--- src/hdl/lvs_pkg.sv ---
// Shared types, constants and coefficient tables for the Legendre value and slope block.
`default_nettype none
package lvs_pkg;

    localparam int MAX_ORDER_LIMIT = 15;
    localparam int FRAC_BITS = 20;
    localparam int ORD_W = $clog2(MAX_ORDER_LIMIT + 1);
    localparam int QUEUE_DEPTH = 2;
    localparam int QPTR_W = $clog2(QUEUE_DEPTH);

    typedef logic [31:0] t_ctab [0:MAX_ORDER_LIMIT];

    typedef struct packed {
        logic signed [15:0] x;
        logic [ORD_W-1:0]   top;
    } t_job;

    typedef enum logic [1:0] {
        ST_IDLE = 2'b01,
        ST_RUN  = 2'b10
    } t_state;

    typedef enum logic [3:0] {
        STEP_XP  = 4'd0,
        STEP_AP  = 4'd1,
        STEP_XD  = 4'd2,
        STEP_AD  = 4'd3,
        STEP_PLO = 4'd4,
        STEP_PHI = 4'd5,
        STEP_DLO = 4'd6,
        STEP_DHI = 4'd7,
        STEP_ACC = 4'd8,
        STEP_OUT = 4'd9
    } t_step;

    function automatic logic [63:0] isqrt64(input logic [63:0] val);
        logic [63:0] v;
        logic [63:0] r;
        logic [63:0] b;
        v = val;
        r = 64'd0;
        b = 64'd1 << 62;
        for (int i = 0; i < 32; i++) begin
            if (v >= r + b) begin
                v = v - (r + b);
                r = (r >> 1) + b;
            end else begin
                r = r >> 1;
            end
            b = b >> 2;
        end
        return r;
    endfunction

    function automatic logic [63:0] udiv64(input logic [63:0] num, input logic [63:0] den);
        logic [64:0] rem;
        logic [63:0] quo;
        rem = 65'd0;
        quo = 64'd0;
        for (int i = 63; i >= 0; i--) begin
            rem = {rem[63:0], num[i]};
            if (rem >= {1'b0, den}) begin
                rem = rem - {1'b0, den};
                quo[i] = 1'b1;
            end
        end
        return quo;
    endfunction

    function automatic t_ctab build_a();
        t_ctab t;
        logic [63:0] k;
        t[0] = 32'd0;
        for (int i = 1; i <= MAX_ORDER_LIMIT; i++) begin
            k = 64'(i);
            t[i] = 32'(isqrt64((64'd1 << 58) + udiv64(64'd1 << 58, 64'd4 * k * k - 64'd1)));
        end
        return t;
    endfunction

    function automatic t_ctab build_r();
        t_ctab t;
        logic [63:0] k;
        t[0] = 32'd0;
        for (int i = 1; i <= MAX_ORDER_LIMIT; i++) begin
            k = 64'(i);
            t[i] = 32'(isqrt64((64'd1 << 62) - udiv64(64'd1 << 60, k * k)));
        end
        return t;
    endfunction

    localparam t_ctab A_TAB = build_a();
    localparam t_ctab R_TAB = build_r();
    localparam logic [63:0] SQ32 = isqrt64(64'd3 << 59);
    localparam logic [63:0] RSQ2 = isqrt64(64'd1 << 59);
    localparam logic [31:0] P0_VAL =
        32'((RSQ2 + (64'd1 << (29 - FRAC_BITS))) >> (30 - FRAC_BITS));
    localparam logic [31:0] D1_VAL =
        32'((SQ32 + (64'd1 << (29 - FRAC_BITS))) >> (30 - FRAC_BITS));

    function automatic logic signed [31:0] sat32(input logic neg, input logic [63:0] mag);
        logic signed [31:0] res;
        if (neg) begin
            if (mag >= (64'd1 << 31)) begin
                res = 32'sh8000_0000;
            end else begin
                res = -$signed(mag[31:0]);
            end
        end else begin
            if (mag > 64'h7FFF_FFFF) begin
                res = 32'sh7FFF_FFFF;
            end else begin
                res = $signed(mag[31:0]);
            end
        end
        return res;
    endfunction

endpackage
`default_nettype wire

--- src/hdl/legendre_value_and_slope.sv ---
// Top level of the orthonormal Legendre value and slope generator.
//
// A sample point x (signed Q2.14) is offered on i_x_sample with start; it is
// taken at a clock edge where start is high and busy is low. Up to two points
// wait in a queue while the engine works, and busy is high only when it is full.
// For each point the block emits one item per order 0 .. max_order, in rising
// order, each on the result ports for a single cycle with o_result_valid high;
// o_run_end marks the item of the highest order. The receiver cannot stall.
// Order 0 needs no product; order 1 and every higher order are worked out on
// the single shared 33 x 33 multiplier that every product passes through. A
// point is written into the queue, taken from it by the idle engine, and its
// first item then leaves through the output registers. max_order is written
// over the APB port at byte address 0 and resets to 1. Reset empties the queue
// and idles the engine; no item is in flight afterwards.
`default_nettype none
module legendre_value_and_slope (
    input  wire logic                 i_clk,
    input  wire logic                 i_rst_n,
    input  wire logic                 start,
    output logic                      busy,
    input  wire logic signed [15:0]   i_x_sample,
    output logic                      o_result_valid,
    output logic [3:0]                o_order_index,
    output logic signed [31:0]        o_poly_value,
    output logic signed [31:0]        o_poly_slope,
    output logic                      o_run_end,
    input  wire logic                 psel,
    input  wire logic                 penable,
    input  wire logic                 pwrite,
    input  wire logic [2:0]           paddr,
    input  wire logic [31:0]          pwdata,
    output logic [31:0]               prdata,
    output logic                      pready
);
    import lvs_pkg::*;

    localparam logic ADDR_MAX_ORDER = 1'b0;

    logic [3:0]  r_max_order;
    logic        w_push;
    logic        w_full;
    logic        w_avail;
    logic        w_pop;
    t_job        w_job;

    assign pready = 1'b1;
    assign prdata = (paddr[2] == ADDR_MAX_ORDER) ? {28'd0, r_max_order} : 32'd0;
    assign busy   = w_full;
    assign w_push = start && !w_full;

    always_ff @(posedge i_clk) begin
        if (!i_rst_n) begin
            r_max_order <= 4'd1;
        end else if (psel && penable && pwrite && pready && paddr[2] == ADDR_MAX_ORDER) begin
            r_max_order <= pwdata[3:0];
        end
    end

    lvs_front u_front (
        .i_clk       (i_clk),
        .i_rst_n     (i_rst_n),
        .i_push      (w_push),
        .i_x         (i_x_sample),
        .i_max_order (r_max_order),
        .o_full      (w_full),
        .o_avail     (w_avail),
        .i_pop       (w_pop),
        .o_job       (w_job)
    );

    lvs_back u_back (
        .i_clk         (i_clk),
        .i_rst_n       (i_rst_n),
        .i_avail       (w_avail),
        .i_job         (w_job),
        .o_pop         (w_pop),
        .o_valid       (o_result_valid),
        .o_order_index (o_order_index),
        .o_poly_value  (o_poly_value),
        .o_poly_slope  (o_poly_slope),
        .o_run_end     (o_run_end)
    );

    a_reset_quiet: assert property (@(posedge i_clk) !i_rst_n |=> !o_result_valid)
        else $error("Result strobe raised straight after reset.");

    a_run_gap: assert property (@(posedge i_clk) disable iff (!i_rst_n)
        o_result_valid && o_run_end |=> !o_result_valid)
        else $error("Next run started without the engine leaving the run.");

    a_order_limit: assert property (@(posedge i_clk) disable iff (!i_rst_n)
        o_result_valid && !o_run_end |-> o_order_index != 4'd15)
        else $error("Run continued past the highest order.");

    a_pop_nonempty: assert property (@(posedge i_clk) disable iff (!i_rst_n)
        w_pop |-> w_avail)
        else $error("Engine took a point from an empty queue.");

endmodule
`default_nettype wire

--- src/hdl/lvs_front.sv ---
// Front end: takes sample points, clamps the order range and queues them for the engine.
`default_nettype none
module lvs_front (
    input  wire logic                 i_clk,
    input  wire logic                 i_rst_n,
    input  wire logic                 i_push,
    input  wire logic signed [15:0]   i_x,
    input  wire logic [3:0]           i_max_order,
    output logic                      o_full,
    output logic                      o_avail,
    input  wire logic                 i_pop,
    output lvs_pkg::t_job             o_job
);
    import lvs_pkg::*;

    t_job                r_mem [0:QUEUE_DEPTH-1];
    logic [QPTR_W-1:0]   r_wr;
    logic [QPTR_W-1:0]   r_rd;
    logic [QPTR_W:0]     r_cnt;
    t_job                w_job;

    always_comb begin
        w_job.x = i_x;
        if (32'(i_max_order) > MAX_ORDER_LIMIT) begin
            w_job.top = ORD_W'(MAX_ORDER_LIMIT);
        end else begin
            w_job.top = ORD_W'(i_max_order);
        end
    end

    assign o_full  = (r_cnt == (QPTR_W+1)'(QUEUE_DEPTH));
    assign o_avail = (r_cnt != '0);
    assign o_job   = r_mem[r_rd];

    always_ff @(posedge i_clk) begin
        if (i_push) begin
            r_mem[r_wr] <= w_job;
        end
    end

    always_ff @(posedge i_clk) begin
        if (!i_rst_n) begin
            r_wr  <= '0;
            r_rd  <= '0;
            r_cnt <= '0;
        end else begin
            if (i_push) begin
                r_wr <= r_wr + 1'b1;
            end
            if (i_pop) begin
                r_rd <= r_rd + 1'b1;
            end
            if (i_push && !i_pop) begin
                r_cnt <= r_cnt + 1'b1;
            end else if (i_pop && !i_push) begin
                r_cnt <= r_cnt - 1'b1;
            end
        end
    end

endmodule
`default_nettype wire

--- src/hdl/lvs_back.sv ---
// Back end: runs the three-term recurrence on one shared multiplier and emits one item per order.
`default_nettype none
module lvs_back (
    input  wire logic                 i_clk,
    input  wire logic                 i_rst_n,
    input  wire logic                 i_avail,
    input  lvs_pkg::t_job             i_job,
    output logic                      o_pop,
    output logic                      o_valid,
    output logic [3:0]                o_order_index,
    output logic signed [31:0]        o_poly_value,
    output logic signed [31:0]        o_poly_slope,
    output logic                      o_run_end
);
    import lvs_pkg::*;

    t_state               r_state;
    logic [3:0]           r_step;
    logic [ORD_W-1:0]     r_n;
    logic [ORD_W-1:0]     r_top;
    logic signed [15:0]   r_x;
    logic signed [31:0]   r_pv1, r_pv2, r_dv1, r_dv2, r_pvn;
    logic signed [65:0]   r_prod;
    logic [63:0]          r_acc;
    logic [34:0]          r_m;
    logic [65:0]          r_q;
    logic                 r_negp, r_negd;
    logic                 r_ovalid, r_oend;
    logic [3:0]           r_oord;
    logic signed [31:0]   r_opv, r_odv;

    logic signed [32:0]   w_opa, w_opb;
    logic [ORD_W-1:0]     w_km1;
    logic [63:0]          w_amag;
    logic [64:0]          w_around;
    logic [65:0]          w_pmag;
    logic [65:0]          w_q30;
    logic [65:0]          w_p24;
    logic signed [31:0]   w_qsat_d, w_pv_n1;
    logic                 w_last;

    assign w_km1 = r_n - 1'b1;
    assign w_last = (r_n == r_top);
    assign o_pop = (r_state == ST_IDLE) && i_avail;

    always_comb begin
        w_opa = 33'sd0;
        w_opb = 33'sd0;
        if (r_n == ORD_W'(1)) begin
            w_opa = 33'(r_x);
            w_opb = $signed({1'b0, SQ32[31:0]});
        end else begin
            case (r_step)
                STEP_XP: begin
                    w_opa = 33'(r_x);
                    w_opb = 33'(r_pv1);
                end
                STEP_AP: begin
                    w_opa = $signed({1'b0, A_TAB[w_km1]});
                    w_opb = 33'(r_pv2);
                end
                STEP_XD: begin
                    w_opa = 33'(r_x);
                    w_opb = 33'(r_dv1);
                end
                STEP_AD: begin
                    w_opa = $signed({1'b0, A_TAB[w_km1]});
                    w_opb = 33'(r_dv2);
                end
                STEP_PLO, STEP_DLO: begin
                    w_opa = $signed({16'd0, r_m[16:0]});
                    w_opb = $signed({1'b0, R_TAB[r_n]});
                end
                STEP_PHI, STEP_DHI: begin
                    w_opa = $signed({15'd0, r_m[34:17]});
                    w_opb = $signed({1'b0, R_TAB[r_n]});
                end
                default: begin
                    w_opa = 33'sd0;
                    w_opb = 33'sd0;
                end
            endcase
        end
    end

    always_comb begin
        w_amag   = r_acc[63] ? (64'd0 - r_acc) : r_acc;
        w_around = {1'b0, w_amag} + (65'd1 << 29);
        w_pmag   = r_prod[65] ? (66'd0 - r_prod) : r_prod;
        w_p24    = (w_pmag + (66'd1 << (43 - FRAC_BITS))) >> (44 - FRAC_BITS);
        w_q30    = (r_q + (66'd1 << 29)) >> 30;
        w_qsat_d = sat32(r_negd, w_q30[63:0]);
        w_pv_n1  = sat32(r_prod[65], w_p24[63:0]);
    end

    always_ff @(posedge i_clk) begin
        r_prod <= w_opa * w_opb;
        if (o_pop) begin
            r_x   <= i_job.x;
            r_top <= i_job.top;
        end
        if (r_state == ST_RUN && r_n > ORD_W'(1)) begin
            case (r_step)
                STEP_AP: begin
                    r_acc <= {r_prod[47:0], 16'd0};
                end
                STEP_XD: begin
                    r_acc <= r_acc - r_prod[63:0];
                end
                STEP_AD: begin
                    r_m    <= w_around[64:30];
                    r_negp <= r_acc[63];
                    r_acc  <= {r_pv1[31], r_pv1[31], r_pv1, 30'd0} + {r_prod[47:0], 16'd0};
                end
                STEP_PLO: begin
                    r_acc <= r_acc - r_prod[63:0];
                end
                STEP_PHI: begin
                    r_m    <= w_around[64:30];
                    r_negd <= r_acc[63];
                    r_q    <= r_prod;
                end
                STEP_DLO: begin
                    r_q <= r_q + {r_prod[48:0], 17'd0};
                end
                STEP_DHI: begin
                    r_pvn <= sat32(r_negp, w_q30[63:0]);
                    r_q   <= r_prod;
                end
                STEP_ACC: begin
                    r_q <= r_q + {r_prod[48:0], 17'd0};
                end
                default: begin
                    r_q <= r_q;
                end
            endcase
        end
    end

    always_ff @(posedge i_clk) begin
        if (!i_rst_n) begin
            r_state  <= ST_IDLE;
            r_step   <= '0;
            r_n      <= '0;
            r_ovalid <= 1'b0;
        end else begin
            r_ovalid <= 1'b0;
            case (r_state)
                ST_IDLE: begin
                    if (i_avail) begin
                        r_state <= ST_RUN;
                        r_n     <= '0;
                        r_step  <= '0;
                    end
                end
                ST_RUN: begin
                    r_step <= r_step + 1'b1;
                    if (r_n == '0) begin
                        r_ovalid <= 1'b1;
                        r_opv    <= $signed(P0_VAL);
                        r_odv    <= 32'sd0;
                        r_pv1    <= $signed(P0_VAL);
                        r_dv1    <= 32'sd0;
                        r_step   <= '0;
                        r_n      <= r_n + 1'b1;
                    end else if (r_n == ORD_W'(1)) begin
                        if (r_step == STEP_AP) begin
                            r_ovalid <= 1'b1;
                            r_opv    <= w_pv_n1;
                            r_odv    <= $signed(D1_VAL);
                            r_pv2    <= r_pv1;
                            r_pv1    <= w_pv_n1;
                            r_dv2    <= r_dv1;
                            r_dv1    <= $signed(D1_VAL);
                            r_step   <= '0;
                            r_n      <= r_n + 1'b1;
                        end
                    end else if (r_step == STEP_OUT) begin
                        r_ovalid <= 1'b1;
                        r_opv    <= r_pvn;
                        r_odv    <= w_qsat_d;
                        r_pv2    <= r_pv1;
                        r_pv1    <= r_pvn;
                        r_dv2    <= r_dv1;
                        r_dv1    <= w_qsat_d;
                        r_step   <= '0;
                        r_n      <= r_n + 1'b1;
                    end
                    if (((r_n == '0) || (r_n == ORD_W'(1) && r_step == STEP_AP)
                            || (r_n > ORD_W'(1) && r_step == STEP_OUT)) && w_last) begin
                        r_state <= ST_IDLE;
                    end
                end
                default: begin
                    r_state <= ST_IDLE;
                end
            endcase
        end
    end

    always_ff @(posedge i_clk) begin
        if (r_state == ST_RUN) begin
            r_oord <= 4'(r_n);
            r_oend <= w_last;
        end
    end

    assign o_valid       = r_ovalid;
    assign o_order_index = r_oord;
    assign o_poly_value  = r_opv;
    assign o_poly_slope  = r_odv;
    assign o_run_end     = r_oend;

endmodule
`default_nettype wire
--- config.mk ---
export PLATFORM = sky130hd
export DESIGN_NAME = legendre_value_and_slope
export DESIGN_NICKNAME = d
export VERILOG_FILES = /design/src/hdl/lvs_pkg.sv /design/src/hdl/legendre_value_and_slope.sv /design/src/hdl/lvs_front.sv /design/src/hdl/lvs_back.sv
export SDC_FILE = /design/constraint.sdc
export NUM_CORES = 2
export LEC_CHECK = 0
export BUFFER_PORTS_ARGS = -buffer_cell sky130_fd_sc_hd__buf_2
export CAP_MARGIN = 5
export CORE_ASPECT_RATIO = 0.5
export CORE_UTILIZATION = 30
export DETAILED_ROUTE_END_ITERATION = 7
export PLACE_DENSITY_LB_ADDON = 0.25
export SLEW_MARGIN = 5
export SYNTH_ARGS = -nofsm -noshare
export SYNTH_HDL_FRONTEND = slang
export SYNTH_SLANG_ARGS = --single-unit
--- constraint.sdc ---
create_clock -name i_clk -period 14 [get_ports i_clk]
set_clock_uncertainty 0.05 [all_clocks]
set_input_delay 2.1 -clock i_clk [delete_from_list [all_inputs] [get_ports i_clk]]
set_output_delay 2.1 -clock i_clk [all_outputs]
set_load 0.01 [all_outputs]
# Word level (Yosys, flattened, before mapping)
# Memory sizes are Yosys's and may differ from the RTL's. A register that Yosys moved wholly into a read port is not among the register bits.
# Index checks and enable logic that the tools add are counted.
[classes] reduce_logical=45 eq_ne=20 add_sub_neg=17 bitwise=4 mux=54 order_cmp=7 multipliers=1
[op_table] op="$mux 32" count=23
[op_table] op="$pmux 64 s3" count=1
[op_table] op="$pmux 33 s5" count=1
[op_table] op="$pmux 33 s4" count=1
[op_table] op="$pmux 66 s2" count=1
[op_table] op="$add 66x24->66 const B" count=1
[op_table] op="$add 66x30->66 const B" count=1
[op_table] op="$add 66x66->66" count=1
[op_table] op="$mul 33x33->66" count=1
[op_table] op="$mux 33" count=2
[op_table] op="$mux 66" count=1
[op_table] op="$sub 1x66->66 const A" count=1
[op_table] op="$add 64x30->65 const B" count=1
[op_table] op="$add 64x64->64" count=1
[op_table] op="$mux 64" count=1
[op_table] op="$neg 32->32" count=2
[op_table] op="$sub 1x64->64 const A" count=1
[op_table] op="$sub 64x64->64" count=1
[op_table] op="$ge 42x32->1 const B" count=1
[op_table] op="$gt 42x31->1 const B" count=1
[op_table] op="$mux 4" count=10
[op_table] op="$ge 36x32->1 const B" count=1
[op_table] op="$gt 36x31->1 const B" count=1
[op_table] op="$reduce_and 2->1" count=9
[op_table] op="35 further kinds" count=83
[word_totals] ff_bits=417 rom_bits=1024 memories=3 mem_bits_rw=40
[memory_table] name="(name not given)" depth=16 width=32 rd=1 rd_clocked_by_memory_dff=0 wr=0 line="lvs_back.sv:59" rtl="w_opa = $signed({1'b0, A_TAB[w_km1]});"
[memory_table] name="(name not given)" depth=16 width=32 rd=1 rd_clocked_by_memory_dff=0 wr=0 line="lvs_back.sv:72" rtl="w_opb = $signed({1'b0, R_TAB[r_n]});"
[memory_table] name="u_front.r_mem" depth=2 width=20 rd=1 rd_clocked_by_memory_dff=1 wr=1 line="lvs_front.sv:16" rtl="t_job r_mem [0:QUEUE_DEPTH-1];"

# Depth between registers and ports, before layout
[logic_depth] word_depth=8 ltp_mapped=45 depth_no_buf=42

# Modules after synthesis
# From an unflattened synthesis, not the netlist that was laid out.
[unflattened] cells_unflattened=7805 area_unflattened_um2=69854.5
[modules_own_cells] module="lvs_back" n_inst=1 area_per_inst_um2=67758.7 cells_each=7667 seq_area_each_um2=11601.1
[modules_own_cells] module="lvs_front" n_inst=1 area_per_inst_um2=1657.8 cells_each=84 seq_area_each_um2=1301.2
[modules_own_cells] module="legendre_value_and_slope" n_inst=1 area_per_inst_um2=437.9 cells_each=54 seq_area_each_um2=80.1

# Worst setup path before layout
# OpenSTA, ideal clock, no wires.
[synth_path] path_kind="reg-to-reg" from="register u_back.r_n[0]" to="register u_back.r_prod[51]" stages_incl_launch_ff=41 t_required_ps=13878 setup_slack_ps=2930 setup_time_ps=72 synth_period_minus_slack_ps=11070 n_path_buf=5 arrival_time_ps=10948 path_cell_list="dfxtp_1 -> clkbuf_1 -> inv_1 -> ha_1 -> clkbuf_1 -> inv_1 -> ha_1 -> clkbuf_1 -> clkbuf_1 -> nor3_1 -> nor2_1 -> o21ai_0 -> a22o_1 -> a22oi_1 -> clkbuf_1 -> nor2_1 -> fa_1 -> fa_1 -> (+5 left out) -> fa_1 -> fa_1 -> inv_1 -> fa_1 -> inv_1 -> ha_1 -> a21oi_1 -> or4b_2 -> a311o_1 -> o21ai_0 -> a41o_1 -> o31ai_1 -> a31oi_1 -> o21ai_0 -> or4_1 -> a31o_2 -> a21oi_1 -> xnor2_1"
[synth_between] elab_chain_cells=8 word_cells_on_any_way=15 cone_classes="1 x add/sub; 1 x mul; 1 x eq/ne; 8 x mux; 2 x bitwise; 2 x memory"
[synth_lines] element="from (decl)" line="lvs_back.sv:19" rtl="logic [ORD_W-1:0] r_n;"
[synth_lines] element="from (signal assigned)" line="lvs_back.sv:165" rtl="r_n <= r_n + 1'b1;"
[synth_lines] element="from (signal assigned)" line="lvs_back.sv:176" rtl="r_n <= r_n + 1'b1;"
[synth_lines] element="from (signal assigned)" line="lvs_back.sv:187" rtl="r_n <= r_n + 1'b1;"
[synth_lines] element="$sub 4x1->4" line="lvs_back.sv:42" rtl="assign w_km1 = r_n - 1'b1;"
[synth_lines] element="$not 4->5 (implied by the code)" line="lvs_back.sv:59, lvs_back.sv:67"
[synth_lines] element="$mem_v2 16x32"
[synth_lines] element="$mux 32 (implied by the code) (2 in series)" line="lvs_back.sv:59"
[synth_lines] element="$pmux 33 s4" line="lvs_back.sv:53" rtl="case (r_step)"
[synth_lines] element="$mux 33" line="lvs_back.sv:49" rtl="if (r_n == ORD_W'(1)) begin"
[synth_lines] element="$mul 33x33->66 *" line="lvs_back.sv:97" rtl="r_prod <= w_opa * w_opb;"
[synth_lines] element="to (signal assigned)" line="lvs_back.sv:97"
[synth_lines] element="to (decl)" line="lvs_back.sv:23" rtl="logic signed [65:0] r_prod;"
# Every way passes the cells marked *; elsewhere a longest branch is shown, timed or not. The select of a mux whose other input is x is not followed.
# A chain may end at the register's enable or synchronous reset.

# Worst setup path in the final report
[layout_path] from="register u_back.r_n[1]" to="register u_back.r_prod[51]"
# Same word-level chain as after synthesis.

==> flow_summary.yaml <==
outcome:
  status: "complete, no violations"
worst_setup_path:
  cp-start-kind: "register"
  endpoint_kind: "register"
  path_max_fanout: 29
  cpMaxStageDelayCell: "ha_1"
  timing.critical_path.from: "u_back.r_n[1]"
  ff2ff_path_depth: 38
  criticalPathCategory: "reg2reg"
  cp-endpoint: "u_back.r_prod[51]"
  reg2reg_to: "u_back.r_prod[51]"
  critPathMaxStageDelay_ns: 0.66
  reg2reg_from: "u_back.r_n[1]"
  crit_top_cell: "fa_1"
  cp_data_required_time_ns: 14.53
  cp.arrival_ns: 13.53
  ff2ff_setup_slack_ns: 1.0
cts:
  cts_resized: 0
  insertion_delay_ns: 0.68
  cts_buffers: 59
  cts.path.max_buffers: 3
  path_clk_slew_ns: 0.06
  cts.sinks: 460
  cts_tree: "built"
  postCtsHoldBufs: 0
  cts_setup_buffers: 0
  clock-root-buffer: "clkbuf_16"
  htreeDepth: 2
cells_and_area:
  layout_commonest_cell: "inv_1"
  multi_input_area_sq_um: 50400
  utilization: 0.333
  drive_gt1_frac: 0.0672
  area_delta_synth_final_pct: 9.79
  regArea_sq_um: 13000
  layout_common_cells: "inv_1, fa_1, nand2_1"
  nets: 9293
  nFillCells: 24100
grt:
  grt_antenna_before_repair: 7
  overflow: 0
  grt_pass1_wl_microns: 386000
  grt_max_degree: 74
  grt_pass1_vias: 56300
  grt_usage: 0.222
yosys:
  async_reset_ff_frac: 0
  avgSynthCellArea_sq_um: 8.99
  synth_edf_count: 375
  ys_seq_area_frac: 0.186
  yosysTopAreaCell: "fa_1"
  syn_area_sq_um: 69600
  synth.top_cell.area_share: 0.317
  synth_ff_type: "edfxtp_1"
  ys_warn_count: 0
  ys_types: 91
  yosys_register_bits: 460
  synth_area_leaders: "fa_1, edfxtp_1, inv_1"
  netlist_instances: 7748
timing:
  slew_headroom: 0.120
  setup_tns_ns: 0
  min_period_ns: 13.00
  tightest_slew_ns: 1.30
  finalMaxSlewViolations: 0
  hold_viol_final: 0
  max_freq_ghz: 0.0769
  rsz0062_at_grt: "false"
  period_share: 0.929
  setup_viol: 0
floorplanning:
  start_util: 0.303
  die_w_microns: 683
  pin_count: 161
  die_h_microns: 343
  num_rows: 124
  coreArea_sq_um: 230000
  die-area_sq_um: 234000
min_path:
  hp-class: "reg2reg"
  worstHoldPathCells: 0
drt:
  drtIter0Drc: 5059
  via_per_inst: 5.13
  ant_nets: 0
  num_vias: 55900
  wirelength_microns: 261000
  remaining_drc_errors: 0
  wl_per_cell_microns: 24.0
  first_pass_iters: 6
placed_design:
  gp_congestion: 0.945
  place_hpwl_microns: 209000
  port_buffers: 101
flow_run:
  cap_violations: 0
-- cells by family (layout without fill, tap and decap cells) --
kind of cell,count (synthesis),in the layout,synth area share
adder cells (fa/ha/maj),1486,1486,0.386
buffers and inverters,1727,1754,0.0951
AO/OA/AOI/OAI,1384,1384,0.129
flip-flops,460,460,0.186
AND/OR/NAND/NOR,2244,2244,0.146
XOR/XNOR,353,353,0.0446
other,2,35,0.000108
multiplexers,92,92,0.0139
-- layer usage --
metal  up-vias  share of wire  GRT usage
li1      25200              -          -
met3       350          0.079     0.0393
met4         4          0.032     0.0635
met5         -       0.000084          0
met2      2063           0.44      0.346
met1     28200           0.45      0.317
-- cells in the mapped netlist, types with 18 or more instances --
| cell type | count |
|---|---|
| mux2i_1 | 52 |
| xnor2_1 | 239 |
| a21oi_1 | 331 |
| xor2_1 | 113 |
| mux2_2 | 40 |
| nand2_1 | 830 |
| a211oi_1 | 39 |
| dfxtp_1 | 85 |
| o31ai_1 | 32 |
| clkbuf_1 | 327 |
| nor4_1 | 44 |
| o21bai_1 | 29 |
| or3_1 | 26 |
| and4_1 | 21 |
| o211ai_1 | 21 |
| o21ai_0 | 324 |
| a22oi_1 | 68 |
| o22ai_1 | 36 |
| buf_4 | 29 |
| and2_1 | 105 |
| nand2b_1 | 48 |
| nor3b_1 | 24 |
| a21o_1 | 161 |
| o21a_1 | 38 |
| fa_1 | 1101 |
| nor2_1 | 703 |
| nor2b_1 | 61 |
| nand3_1 | 122 |
| ha_1 | 383 |
| a31oi_1 | 61 |
| buf_1 | 18 |
| inv_1 | 1345 |
| and3_1 | 49 |
| edfxtp_1 | 375 |
| nand4_1 | 56 |
| a22o_1 | 20 |
| nor3_1 | 94 |
| a221oi_1 | 29 |
-- metrics by stage --
stage                     setup WS [ns]  cells  area (sq um)  hold WS (ns)
after floorplan                    2.93   7776         69700         0.356
after global placement             1.32  10800         74200         0.435
after detailed placement           1.27  10800         74200         0.438
after CTS                          1.15  10900         76400         0.452
after global routing              0.507  10900         76400         0.463
final                              1.00  10900         76400         0.458
-- critical path, delay by kind of cell (launching register included) --
kind	cells	cell delay, ns
xor+xnor	1	0.13
simple gates	7	2.94
buf+inv	8	0.90
flops	1	0.31
fa+ha+maj	11	5.78
compound gates	11	2.80
-- cell type report --
type | instances | share of cell area
clock buffers | 74 | 0.0214
repair buffers | 294 | 0.0256
well taps | 3087 | 0.0505
clock inverters | 38 | 0.00728
flip-flops and latches | 460 | 0.170
multi-input cells | 5589 | 0.659
inverters | 1348 | 0.0662
diodes | 5 | 0.000164
-- worst min-delay path by stage --
| stage | startpoint | endpoint | slack, ns |
|---|---|---|---|
| after global placement | r_max_order[1] | u_front.r_mem[1][1] | 0.43 |
| after CTS | r_max_order[1] | u_front.r_mem[1][1] | 0.45 |
| final | r_max_order[1] | u_front.r_mem[1][1] | 0.46 |
| after global routing | r_max_order[1] | u_front.r_mem[0][1] | 0.46 |
| after floorplan | u_back.r_n[2] | u_back.o_order_index[2] | 0.36 |
| after detailed placement | r_max_order[1] | u_front.r_mem[0][1] | 0.44 |
-- flip-flops by register name, indices dropped and copies added, names as in the netlist, 2 cells and up --
| register | cells |
|---|---|
| u_back.r_acc | 64 |
| u_back.r_state | 2 |
| r_max_order | 4 |
| u_back.r_dv1 | 32 |
| u_back.r_step | 4 |
| u_back.r_pv1 | 32 |
| u_front.r_mem | 40 |
| u_back.r_dv2 | 32 |
| u_back.o_order_index | 4 |
| u_back.r_x | 16 |
| u_front.r_cnt | 2 |
| u_back.r_n | 4 |
| u_back.r_pv2 | 32 |
| u_back.r_prod | 66 |
| u_back.r_top | 4 |
| u_back.r_m | 35 |
| u_back.r_pvn | 32 |
| u_back.r_q | 49 |
Power is left out: the tool's default activity adds up to more than one toggle a clock period on the data nets, which glitch-free logic cannot reach.
